$ cat config.mk
export PLATFORM = sky130hd
export DESIGN_NAME = ordered_list_with_positional_delete_core
export DESIGN_NICKNAME = d
export VERILOG_FILES = /design/src/hw/rtl/olpd_pkg.sv /design/src/hw/rtl/ordered_list_with_positional_delete_core.sv /design/src/hw/rtl/olpd_ram.sv
export SDC_FILE = /design/constraint.sdc
export NUM_CORES = 1
export LEC_CHECK = 0
export BUFFER_PORTS_ARGS = -buffer_cell sky130_fd_sc_hd__buf_2
export CAP_MARGIN = 40
export CORE_MARGIN = 3
export CORE_UTILIZATION = 53
export DETAILED_ROUTE_END_ITERATION = 10
export PLACE_DENSITY = 0.78
export SKIP_LAST_GASP = 1
export SYNTH_ARGS = -nofsm -noshare
export SYNTH_HDL_FRONTEND = slang
export SYNTH_SLANG_ARGS = --single-unit
$ cat constraint.sdc
create_clock -name clk_i -period 5.9 [get_ports clk_i]
set_clock_uncertainty 0.15 [all_clocks]
set_input_delay 1.18 -clock clk_i [delete_from_list [all_inputs] [get_ports clk_i]]
set_output_delay 1.18 -clock clk_i [all_outputs]
set_load 0.05 [all_outputs]
$ cat src/hw/rtl/olpd_pkg.sv
// ----------------------------------------------------------------------------
// olpd_pkg
// shared sizes, codes and a pointer helper for the ordered list core
// ----------------------------------------------------------------------------
package olpd_pkg;

  localparam int unsigned CAPACITY = 16;
  localparam int unsigned IDX_W    = (CAPACITY > 1) ? $clog2(CAPACITY) : 1;
  localparam int unsigned CNT_W    = $clog2(CAPACITY + 1);
  localparam int unsigned SUM_W    = CNT_W + 1;
  localparam int unsigned VAL_W    = 32;
  localparam int unsigned POS_W    = 5;
  localparam int unsigned MODE_W   = 2;
  localparam int unsigned STAT_W   = 2;
  localparam int unsigned CMP_W    = (CNT_W > POS_W) ? CNT_W : POS_W;

  typedef logic [IDX_W-1:0]  idx_t;
  typedef logic [CNT_W-1:0]  cnt_t;
  typedef logic [CMP_W-1:0]  cmp_t;
  typedef logic [MODE_W-1:0] mode_t;
  typedef logic [STAT_W-1:0] stat_t;

  // request modes
  localparam mode_t MODE_INS_FRONT = 2'd0;
  localparam mode_t MODE_INS_BACK  = 2'd1;
  localparam mode_t MODE_DELETE    = 2'd2;
  localparam mode_t MODE_READ_ALL  = 2'd3;

  // result status codes
  localparam stat_t STAT_OK        = 2'd0;
  localparam stat_t STAT_EMPTY     = 2'd1;
  localparam stat_t STAT_NOT_FOUND = 2'd2;
  localparam stat_t STAT_FULL      = 2'd3;

  // ring pointer plus offset, offset at most CAPACITY
  function automatic idx_t idx_add(idx_t a, cnt_t b);
    logic [SUM_W-1:0] s;
    s = SUM_W'(a) + SUM_W'(b);
    if (s >= SUM_W'(CAPACITY)) begin
      s = s - SUM_W'(CAPACITY);
    end
    return idx_t'(s);
  endfunction

endpackage

$ cat src/hw/rtl/ordered_list_with_positional_delete_core.sv
// ----------------------------------------------------------------------------
// ordered_list_with_positional_delete_core
// bounded ordered list of signed 32-bit values kept as a ring in one ram
// ----------------------------------------------------------------------------
//
//  channel | direction | handshake              | payload
//  --------+-----------+------------------------+--------------------------------
//  in      | input     | in_valid_i/in_ready_o  | mode_i, value_i, position_i
//  out     | output    | out_valid_o/out_ready_i| item_value_o, status_o, last_o
//
//  insert, refused requests, and deletes of the front or back entry give one
//  beat; an interior delete at position p moves each later entry down one
//  slot, one per cycle, each write overlapping the read of the next entry
//  read-out gives one beat per cycle while out_ready_i holds
//  reset clears state, head, count, idx and out valid; no clearing pass over ram
//  a stalled output holds the list walk; input is taken only when the
//  sequencer is idle and the output register is free or draining
//
module ordered_list_with_positional_delete_core (
  input  logic        clk_i,
  input  logic        rst_ni,
  input  logic        in_valid_i,
  output logic        in_ready_o,
  input  logic [1:0]  mode_i,
  input  logic signed [31:0] value_i,
  input  logic [4:0]  position_i,
  output logic        out_valid_o,
  input  logic        out_ready_i,
  output logic signed [31:0] item_value_o,
  output logic [1:0]  status_o,
  output logic        last_o
);

  // sequencer states
  localparam logic [1:0] S_IDLE  = 2'd0;
  localparam logic [1:0] S_SHIFT = 2'd1;
  localparam logic [1:0] S_READ  = 2'd2;

  logic [1:0]                        state_q, state_d;
  olpd_pkg::idx_t                    head_q, head_d;
  olpd_pkg::cnt_t                    count_q, count_d;
  // list index whose read data is due from the ram
  olpd_pkg::cnt_t                    idx_q, idx_d;

  logic                              out_valid_q, out_valid_d;
  logic [olpd_pkg::VAL_W-1:0]        item_value_q, item_value_d;
  olpd_pkg::stat_t                   status_q, status_d;
  logic                              last_q, last_d;

  // ram port
  logic                              ram_we, ram_re;
  olpd_pkg::idx_t                    ram_waddr, ram_raddr;
  logic [olpd_pkg::VAL_W-1:0]        ram_wdata, ram_rdata;

  logic                              slot_free;
  logic                              in_fire;
  olpd_pkg::cmp_t                    pos_c, count_c;
  olpd_pkg::idx_t                    head_dec;
  olpd_pkg::cnt_t                    count_m1;

  assign slot_free  = !out_valid_q || out_ready_i;
  assign in_ready_o = (state_q == S_IDLE) && slot_free;
  assign in_fire    = in_valid_i && in_ready_o;
  assign pos_c      = olpd_pkg::cmp_t'(position_i);
  assign count_c    = olpd_pkg::cmp_t'(count_q);
  assign count_m1   = count_q - olpd_pkg::cnt_t'(1);
  assign head_dec   = (head_q == '0) ? olpd_pkg::idx_t'(olpd_pkg::CAPACITY - 1)
                                     : head_q - olpd_pkg::idx_t'(1);

  always_comb begin
    state_d      = state_q;
    head_d       = head_q;
    count_d      = count_q;
    idx_d        = idx_q;
    out_valid_d  = out_valid_q && !out_ready_i;
    item_value_d = item_value_q;
    status_d     = status_q;
    last_d       = last_q;
    ram_we       = 1'b0;
    ram_waddr    = head_q;
    ram_wdata    = value_i;
    ram_re       = 1'b0;
    ram_raddr    = head_q;

    unique case (state_q)
      S_IDLE: begin
        if (in_fire) begin
          // default result: one status beat, zero value
          out_valid_d  = 1'b1;
          item_value_d = '0;
          status_d     = olpd_pkg::STAT_OK;
          last_d       = 1'b1;
          unique case (mode_i)
            olpd_pkg::MODE_INS_FRONT,
            olpd_pkg::MODE_INS_BACK: begin
              if (count_q >= olpd_pkg::cnt_t'(olpd_pkg::CAPACITY)) begin
                status_d = olpd_pkg::STAT_FULL;
              end else begin
                ram_we  = 1'b1;
                count_d = count_q + olpd_pkg::cnt_t'(1);
                if (mode_i == olpd_pkg::MODE_INS_FRONT) begin
                  ram_waddr = head_dec;
                  head_d    = head_dec;
                end else begin
                  ram_waddr = olpd_pkg::idx_add(head_q, count_q);
                end
              end
            end
            olpd_pkg::MODE_DELETE: begin
              priority if (count_q == '0) begin
                status_d = olpd_pkg::STAT_EMPTY;
              end else if (pos_c == '0 || pos_c > count_c) begin
                status_d = olpd_pkg::STAT_NOT_FOUND;
              end else if (pos_c == count_c) begin
                // back entry goes, tail moves up by one
                count_d = count_m1;
              end else if (pos_c == olpd_pkg::cmp_t'(1)) begin
                // front entry goes, head steps forward
                head_d  = olpd_pkg::idx_add(head_q, olpd_pkg::cnt_t'(1));
                count_d = count_m1;
              end else begin
                // interior entry: close the gap one slot per cycle
                out_valid_d = 1'b0;
                idx_d       = olpd_pkg::cnt_t'(position_i);
                ram_re      = 1'b1;
                ram_raddr   = olpd_pkg::idx_add(head_q, olpd_pkg::cnt_t'(position_i));
                state_d     = S_SHIFT;
              end
            end
            olpd_pkg::MODE_READ_ALL: begin
              if (count_q == '0) begin
                status_d = olpd_pkg::STAT_EMPTY;
              end else begin
                out_valid_d = 1'b0;
                idx_d       = '0;
                ram_re      = 1'b1;
                ram_raddr   = head_q;
                state_d     = S_READ;
              end
            end
            default: begin
              status_d = olpd_pkg::STAT_OK;
            end
          endcase
        end
      end

      S_SHIFT: begin
        // entry idx_q arrives, moves down to idx_q - 1
        ram_we    = 1'b1;
        ram_waddr = olpd_pkg::idx_add(head_q, idx_q - olpd_pkg::cnt_t'(1));
        ram_wdata = ram_rdata;
        if (idx_q == count_m1) begin
          count_d      = count_m1;
          out_valid_d  = 1'b1;
          item_value_d = '0;
          status_d     = olpd_pkg::STAT_OK;
          last_d       = 1'b1;
          state_d      = S_IDLE;
        end else begin
          ram_re    = 1'b1;
          ram_raddr = olpd_pkg::idx_add(head_q, idx_q + olpd_pkg::cnt_t'(1));
          idx_d     = idx_q + olpd_pkg::cnt_t'(1);
        end
      end

      S_READ: begin
        // ram data holds until the next read, so a stall just waits here
        if (slot_free) begin
          out_valid_d  = 1'b1;
          item_value_d = ram_rdata;
          status_d     = olpd_pkg::STAT_OK;
          last_d       = (idx_q == count_m1);
          if (idx_q == count_m1) begin
            state_d = S_IDLE;
          end else begin
            ram_re    = 1'b1;
            ram_raddr = olpd_pkg::idx_add(head_q, idx_q + olpd_pkg::cnt_t'(1));
            idx_d     = idx_q + olpd_pkg::cnt_t'(1);
          end
        end
      end

      default: begin
        state_d = S_IDLE;
      end
    endcase
  end

  always_ff @(posedge clk_i or negedge rst_ni) begin
    if (!rst_ni) begin
      state_q     <= S_IDLE;
      head_q      <= '0;
      count_q     <= '0;
      idx_q       <= '0;
      out_valid_q <= 1'b0;
    end else begin
      state_q     <= state_d;
      head_q      <= head_d;
      count_q     <= count_d;
      idx_q       <= idx_d;
      out_valid_q <= out_valid_d;
    end
  end

  // output payload, no reset needed
  always_ff @(posedge clk_i) begin
    item_value_q <= item_value_d;
    status_q     <= status_d;
    last_q       <= last_d;
  end

  olpd_ram #(
    .WIDTH (olpd_pkg::VAL_W),
    .DEPTH (olpd_pkg::CAPACITY)
  ) u_entries (
    .clk_i   (clk_i),
    .we_i    (ram_we),
    .waddr_i (ram_waddr),
    .wdata_i (ram_wdata),
    .re_i    (ram_re),
    .raddr_i (ram_raddr),
    .rdata_o (ram_rdata)
  );

  assign out_valid_o  = out_valid_q;
  assign item_value_o = item_value_q;
  assign status_o     = status_q;
  assign last_o       = last_q;

  // count never runs past the store size
  a_count_bound : assert property (@(posedge clk_i) disable iff (!rst_ni)
    count_q <= olpd_pkg::cnt_t'(olpd_pkg::CAPACITY))
    else $error("entry count above capacity");

  // a shift only runs on an interior entry of a list of two or more
  a_shift_range : assert property (@(posedge clk_i) disable iff (!rst_ni)
    state_q == S_SHIFT |-> (count_q >= olpd_pkg::cnt_t'(2)) && (idx_q < count_q)
                           && (idx_q != '0))
    else $error("shift index out of range");

  // read-out never writes the ram
  a_read_no_write : assert property (@(posedge clk_i) disable iff (!rst_ni)
    state_q == S_READ |-> !ram_we)
    else $error("ram write during read-out");

  // leaving a walk always delivers a final beat
  a_walk_end_last : assert property (@(posedge clk_i) disable iff (!rst_ni)
    (state_q != S_IDLE) && (state_d == S_IDLE) |=> out_valid_q && last_q)
    else $error("walk ended without a last beat");

endmodule

$ cat src/hw/rtl/olpd_ram.sv
// ----------------------------------------------------------------------------
// olpd_ram
// generic one write, one read port ram with registered read data
// ----------------------------------------------------------------------------
module olpd_ram #(
  parameter int unsigned WIDTH = 32,
  parameter int unsigned DEPTH = 16
) (
  input  logic                             clk_i,
  input  logic                             we_i,
  input  logic [$clog2(DEPTH)-1:0]         waddr_i,
  input  logic [WIDTH-1:0]                 wdata_i,
  input  logic                             re_i,
  input  logic [$clog2(DEPTH)-1:0]         raddr_i,
  output logic [WIDTH-1:0]                 rdata_o
);

  logic [WIDTH-1:0] mem_q [DEPTH];
  logic [WIDTH-1:0] rdata_q;

  always_ff @(posedge clk_i) begin
    if (we_i) begin
      mem_q[waddr_i] <= wdata_i;
    end
    if (re_i) begin
      rdata_q <= mem_q[raddr_i];
    end
  end

  assign rdata_o = rdata_q;

endmodule
Word-level counts from Yosys, hierarchy flattened
Memories as Yosys holds them, arrays and structs flattened. A register that Yosys moved wholly into a read port is not among the register bits.
Index checks and enable logic that the tools add are counted.
- $add $sub $neg: 15
- $lt $le $gt $ge: 7
- equality and inequality tests: 26
- mux-type cells: 100
- reduce and logical (&&, ||, !) cells: 21
- operator list (operator ; number):
    $mux W32 ; 4
    $mux W4 ; 24
    $pmux W32 S3 ; 1
    $mux W5 ; 15
    $pmux W5 S2 ; 3
    $mux W2 ; 14
    $mux W1 ; 25
    $add A4 B5 Y6 ; 4
    $ge A6 B5 Y1 const B ; 4
    $sub A4 B1 Y4 const B ; 6
    $ne A2 B2 Y1 const B ; 9
    $ne A3 B3 Y1 const B ; 6
    $pmux W2 S3 ; 3
    $reduce_and A9 Y1 ; 2
    $pmux W4 S2 ; 2
    $reduce_and A8 Y1 ; 2
    $pmux W5 S3 ; 1
    $pmux W4 S3 ; 1
    $add A5 B1 Y5 const B ; 2
    $eq A5 B5 Y1 ; 2
    $ge A5 B5 Y1 const B ; 2
    $logic_not A5 Y1 ; 2
    $sub A5 B1 Y5 const B ; 2
    $pmux W1 S3 ; 3
    other kinds (18) ; 30
- register bits after elaboration: 52
- bits in writable memories: 512
- input port bits: 43
- output and inout port bits: 37
- word-level logic and storage cells: 178
- memories kept: 1
- memory list (name ; depth ; width ; read ports ; clocked after Yosys merged registers in ; wr ports ; line ; text):
    u_entries.mem_q ; 16 ; 32 ; 1 ; 1 ; 1 ; olpd_ram.sv:18 ; logic [WIDTH-1:0] mem_q [DEPTH];

Depth between registers and ports, before layout
- depth after elaboration: 10
- gate-level depth with buffers: 14
- gate-level depth less buffers: 12

By module
From an unflattened synthesis, not the netlist that was laid out.
- cell total of the unflattened synthesis: 1255
- area, all modules: 24392.1 um^2
- modules (own cells, without submodules) (module ; times used ; cells an instance ; area each (um^2) ; sequential area each (um^2)):
    olpd_ram ; 1 ; 838 ; 20174.3 ; 16335.7
    ordered_list_with_positional_delete_core ; 1 ; 417 ; 4217.8 ; 1476.4

Worst setup path before layout
No wires, ideal clock.
- path kind: input port to flip-flop
- start: in out_ready_i
- end: mem u_entries.mem_q[10][0], enable pin
- arrival: 4.536 ns
- data required time: 5.329 ns
- path slack: 0.793 ns
- cell stages on the path: 9
- path buffers: 0
- path through: nand2b_1 -> and2_1 -> nand2_1 -> nor3_1 -> o311ai_0 -> a21boi_0 -> a211o_1 -> nand2_1 -> nor2_1
- longest elaborated chain between the ends: 7
- RTL lines (what ; line ; text):
    start: declaration ; ordered_list_with_positional_delete_core.sv:28 ; input logic out_ready_i,
    $logic_or A1 B1 Y1 (*) ; ordered_list_with_positional_delete_core.sv:61 ; assign slot_free = !out_valid_q || out_ready_i;
    $logic_and A1 B1 Y1 (*) ; ordered_list_with_positional_delete_core.sv:62 ; assign in_ready_o = (state_q == S_IDLE) && slot_free;
    named net in_ready_o ; ordered_list_with_positional_delete_core.sv:23 ; output logic in_ready_o,
    $logic_and A1 B1 Y1 (*) ; ordered_list_with_positional_delete_core.sv:63 ; assign in_fire = in_valid_i && in_ready_o;
    $mux W1 ; ordered_list_with_positional_delete_core.sv:87 ; if (in_fire) begin
    $pmux W1 S2 ; ordered_list_with_positional_delete_core.sv:85 ; unique case (state_q)
    $mux W1 ; olpd_ram.sv:22 ; if (we_i) begin
    $mux W1 (implied by the code) ; olpd_ram.sv:23 ; mem_q[waddr_i] <= wdata_i;
    end: declaration ; olpd_ram.sv:18 ;
The timed path passes the listed nets; every way through them passes the cells marked *.

Worst setup path after layout
- start: reg count_q[0] (netlist: count_c[0])
- end: reg u_entries.rdata_q[5] (netlist: u_entries.rdata_o[5]) (read register of u_entries.mem_q) (data pin)
- longest elaborated chain between the ends: 7
- RTL lines (what ; line ; text):
    start: declaration ; ordered_list_with_positional_delete_core.sv:41 ; olpd_pkg::cnt_t count_q, count_d;
    start signal: assignment ; ordered_list_with_positional_delete_core.sv:200 ; count_q <= count_d;
    $gt A5 B5 Y1 or $eq A5 B5 Y1 (tied branches) ; ordered_list_with_positional_delete_core.sv:112, ordered_list_with_positional_delete_core.sv:114 ;
    $logic_or A1 B1 Y1 (tied with other cells) ; ordered_list_with_positional_delete_core.sv:112 ; end else if (pos_c == '0 || pos_c > count_c) begin
    $mux W1 or $mux W4 (tied branches) ; ordered_list_with_positional_delete_core.sv:112 ;
    $mux W1 or $mux W4 (tied branches) ; ordered_list_with_positional_delete_core.sv:110 ; priority if (count_q == '0) begin
    $pmux W1 S2 or $mux W4 (tied branches) ; - ;
    $mux W1 or $mux W4 (tied branches) ; ordered_list_with_positional_delete_core.sv:87 ;
    $pmux W1 S3 or $pmux W4 S3 (tied branches) ; ordered_list_with_positional_delete_core.sv:85 ;
    end: declaration ; olpd_ram.sv:19 ; logic [WIDTH-1:0] rdata_q;
Parallel ways exist; a longest one is shown, timed or not.
A chain may end at the register's enable or synchronous reset.

==> results <==
- The run finished with clean final reports.
- After clock tree synthesis, the clock-pin slew on the worst setup and hold paths is approximately 0.060 ns.
- The first global-routing pass estimated approximately 84 mm of wire.
- The worst setup path is of the flip-flop to flip-flop kind.
- The synthesized design contains 596 register bits.
- The TritonCTS sink count is 596.
- The antenna diode count is 0.
- The worst path in the final design needs a cycle of 4.75 ns, including I/O delays and setup.
- Entering global routing, the biggest net connects 55 pins.
- The number of setup violations in the final report is 0.
- The cell depth of the worst flop-to-flop path is 12.
- TritonCTS built the clock tree.
- Fill cells in the final layout number ~3200.
- The source of the critical timing path is count_c[0]$_DFFE_PN0P_.
- The number of setup buffers added after CTS is 0.
- CTS placed an instance of sky130_fd_sc_hd__clkbuf_16 at the clock tree root.
- The floorplan has 78 rows.
- For this run, the leading register cell type out of synthesis is sky130_fd_sc_hd__edfxtp_1.
- The deepest clock path buffer count is 3.
- The worst relative slew slack is 0.427.
- The worst setup path is captured at a flip-flop.
- The area growth from synthesis to layout is 13.5%.
- The synthesized net count is 1544.
- The pre-antenna-repair detailed-routing pass consisted of 5 iterations.
- Setup repair after global routing left no endpoint under its margin.
- The final cycle utilization of the critical path is 0.805.
- The worst hold margin is 0.316 ns.
- Summed over all failing endpoints, the final setup total negative slack is 0 ns.
- The number of placed I/O pins is 80.
- The post-route met1 wirelength is around 23 mm.
- The global placement routability congestion is 0.869.
- At the pin with the least slew margin, the transition time is 0.858 ns.
- The fraction of layout cells with a size suffix above 1 is 0.172.
- The via total after detailed routing is 13724.
- Of all nets on the critical path, the largest fanout is 54.
- The overall routed net length is 55.7 mm.
- The startpoint identified for the worst register-to-register timing path is count_c[0]$_DFFE_PN0P_.
- The clock network latency to the later pin of the worst-skew pair is 0.64 ns.
- The vertical die dimension is 221 um.
- The remaining global-route overflow is 0.
- The count of pins over their slew limit is 0.
- The slowest stage of the critical path is the sky130_fd_sc_hd__dfrtp_1 cell.
- The routed design uses approximately 4.7 mm of met3 wire.
- The count of placed standard cells in the final layout, fillers left out is 2221.
- TritonCTS created 56 clock buffers.
- The number of warnings printed during yosys synthesis is 0.
- The kind of path behind the tightest hold check is primary input to async pin.
- In the global route stage, overall resource usage came out at 0.226.
- The top metal layer carrying routed signals is met4.
- The count of buffers added on input and output ports is 79.
- The most common cell after layout, fill and taps aside is sky130_fd_sc_hd__edfxtp_1.
- Using the TritonRoute via totals, the vias-per-cell ratio works out to ~6.
- A synthesized cell averages around 17 um2.
- Yosys mapped the design onto 63 distinct sky130hd cell types.
- The via count of the first global-routing pass is between 10000 and 15000.
- In the layout the commonest cells are sky130_fd_sc_hd__edfxtp_1 (579), sky130_fd_sc_hd__mux2i_1 (256), sky130_fd_sc_hd__o22ai_1 (131).
- The number of placed instances, taps included, is 2117.
- Detailed routing placed a total of 26.6 mm of wire on met2.
- Timing would allow up to 211 MHz.
- The mean routed wirelength per cell is 25.1 um.
- The core box area is approximately 46000 um2.
- The critical path's largest stage delay is 0.55 ns.
- The cell area that synthesis handed to floorplanning was roughly 25000 um2.
- For this configuration, the core starts out at a cell density of 0.539.
- Data on the critical path is required at its endpoint by 6.12 ns.
- The number of antenna violations at the first check in global routing came to 0.
- Of the synthesized area, sequential elements account for 0.726.
- The net count of the finished layout is 1650.
- The arrival time reported for the critical path endpoint is 4.97 ns.
- The final number of hold-violating endpoints is 0.
- The detailed router finished its first iteration with 1369 violations.
- The final routed DRC violation total is 0.
- The clock tree synthesis step divided the H-tree into 2 levels.
- For this design, the CTS-stage hold fixing added 0 buffers.
- The number of flops mapped to enable cells by yosys is 579.
- The tool flagged a number of max-cap violations equal to 0.
- The signal on the critical path passes through inv_1, ha_1, xnor2_1, nor2_1, nand4_1, a31oi_1, o22ai_2, a2bb2oi_4, buf_12, mux2i_1, o22ai_1, or4_1.
- The final antenna-violating net count is 0.
- In this run the horizontal extent of the chip is 221 um.
- The fraction of registers with async set or reset after synthesis is 0.0285.
- After legalization and detailed placement, the total HPWL measured slightly above 30 mm.
- The worst setup path is launched from a flip-flop.
- The synthesized netlist cell count is 1469.
- The number of gates given a new drive strength after cts is 0.
- The floorplan step defined a die boundary enclosing 48900 um2.
==> through the flow <==
stage,util,area [um2],worst slack [ns]
2_1_floorplan,-,24500,0.793
4_1_cts,0.611,27900,1.20
3_5_place_dp,0.569,25900,0.715
6_report,0.611,27900,1.15
3_3_place_gp,0.569,25900,0.656
5_1_grt,0.611,27900,0.801
==> worst max-delay path, delay by kind of cell (launching register included) <==
kind,cells,cell delay [ns]
AOI/OAI and AO/OA,4,1.31
and+or+nand+nor,3,1.14
DFF,1,0.55
buffers and inverters,2,0.53
adders and majority gates,1,0.36
muxes,1,0.25
xor gates and xnor gates,1,0.14
==> sequential cells by signal, indices dropped and copies added, names as in the netlist <==
signal / count
out_valid_o: 1
count_c: 5
state_q: 2
idx_q: 5
head_q: 4
status_o: 2
item_value_o: 32
last_o: 1
u_entries.mem_q: 512
u_entries.rdata_o: 32
==> synthesized netlist by cell type (2+ instances only) <==
master	n	share of area
sky130_fd_sc_hd__and3_1	3	0.00076
sky130_fd_sc_hd__a21oi_1	34	0.0069
sky130_fd_sc_hd__a221oi_1	5	0.0018
sky130_fd_sc_hd__a21o_1	4	0.0012
sky130_fd_sc_hd__nand4_1	7	0.0018
sky130_fd_sc_hd__nor2_1	33	0.0050
sky130_fd_sc_hd__mux2_2	32	0.015
sky130_fd_sc_hd__inv_1	21	0.0032
sky130_fd_sc_hd__fa_1	4	0.0033
sky130_fd_sc_hd__a31oi_1	5	0.0013
sky130_fd_sc_hd__xor2_1	10	0.0036
sky130_fd_sc_hd__nand3_2	4	0.0016
sky130_fd_sc_hd__nand3_1	12	0.0024
sky130_fd_sc_hd__or4_1	32	0.0098
sky130_fd_sc_hd__xnor2_1	18	0.0064
sky130_fd_sc_hd__ha_1	28	0.014
sky130_fd_sc_hd__o21bai_1	2	0.00061
sky130_fd_sc_hd__o211ai_1	2	0.00061
sky130_fd_sc_hd__mux2i_1	256	0.10
sky130_fd_sc_hd__a21boi_0	2	0.00061
sky130_fd_sc_hd__buf_6	8	0.0037
sky130_fd_sc_hd__buf_4	20	0.0061
sky130_fd_sc_hd__o21ai_0	20	0.0041
sky130_fd_sc_hd__a221o_1	3	0.0012
sky130_fd_sc_hd__o31ai_1	4	0.0012
sky130_fd_sc_hd__o22ai_1	131	0.033
sky130_fd_sc_hd__buf_2	25	0.0051
sky130_fd_sc_hd__nor2b_1	4	0.0010
sky130_fd_sc_hd__dfrtp_1	17	0.017
sky130_fd_sc_hd__buf_1	4	0.00061
sky130_fd_sc_hd__a311o_1	2	0.00082
sky130_fd_sc_hd__edfxtp_1	579	0.71
sky130_fd_sc_hd__clkbuf_1	19	0.0029
sky130_fd_sc_hd__and2_1	34	0.0087
sky130_fd_sc_hd__nor3_1	8	0.0016
sky130_fd_sc_hd__nand2_1	42	0.0064
sky130_fd_sc_hd__nand2b_1	7	0.0018
sky130_fd_sc_hd__a211oi_1	2	0.00061
sky130_fd_sc_hd__o21a_1	2	0.00061
==> layout make-up <==
cell class	instances	area [um2]	share of cell area
repair buffers	124	931	0.0334
well taps	600	751	0.0269
flip-flops and latches	596	17800	0.639
clock inverters	44	510	0.0183
multi-input cells	776	6370	0.229
clock buffers	60	1420	0.0508
inverters	21	78.8	0.00283
==> layer usage <==
metal  GRT usage  up-vias
li1            -     6048
met1       0.310     6910
met2       0.366      645
met3      0.0406      121
met4      0.0841        0
met5           0        -
==> worst paths after layout <==
check	slack [ns]	end
worst max register to register	1.15	u_entries.rdata_o[5]$_DFFE_PP_
min in group clk_i	0.40	item_value_o[23]$_SDFFCE_PN0P_
worst min-delay path	0.32	head_q[3]$_DFFE_PN0P_
worst min register to register	0.40	item_value_o[23]$_SDFFCE_PN0P_
max in group asynchronous	4.99	head_q[2]$_DFFE_PN0P_
worst max-delay path	1.15	u_entries.rdata_o[5]$_DFFE_PP_
==> kinds of logic after synthesis <==
| kind of cell | count (synthesis) | synth area share |
|---|---|---|
| AND/OR/NAND/NOR | 197 | 0.0455 |
| flip-flops | 596 | 0.726 |
| buffers and inverters | 97 | 0.0216 |
| adder cells (fa/ha/maj) | 32 | 0.0175 |
| multiplexers | 288 | 0.119 |
| AO/OA/AOI/OAI | 231 | 0.0608 |
| XOR/XNOR | 28 | 0.00999 |
Power is not shown: default switching activity piles up to over one toggle a cycle in this logic, so the estimate is an artifact.
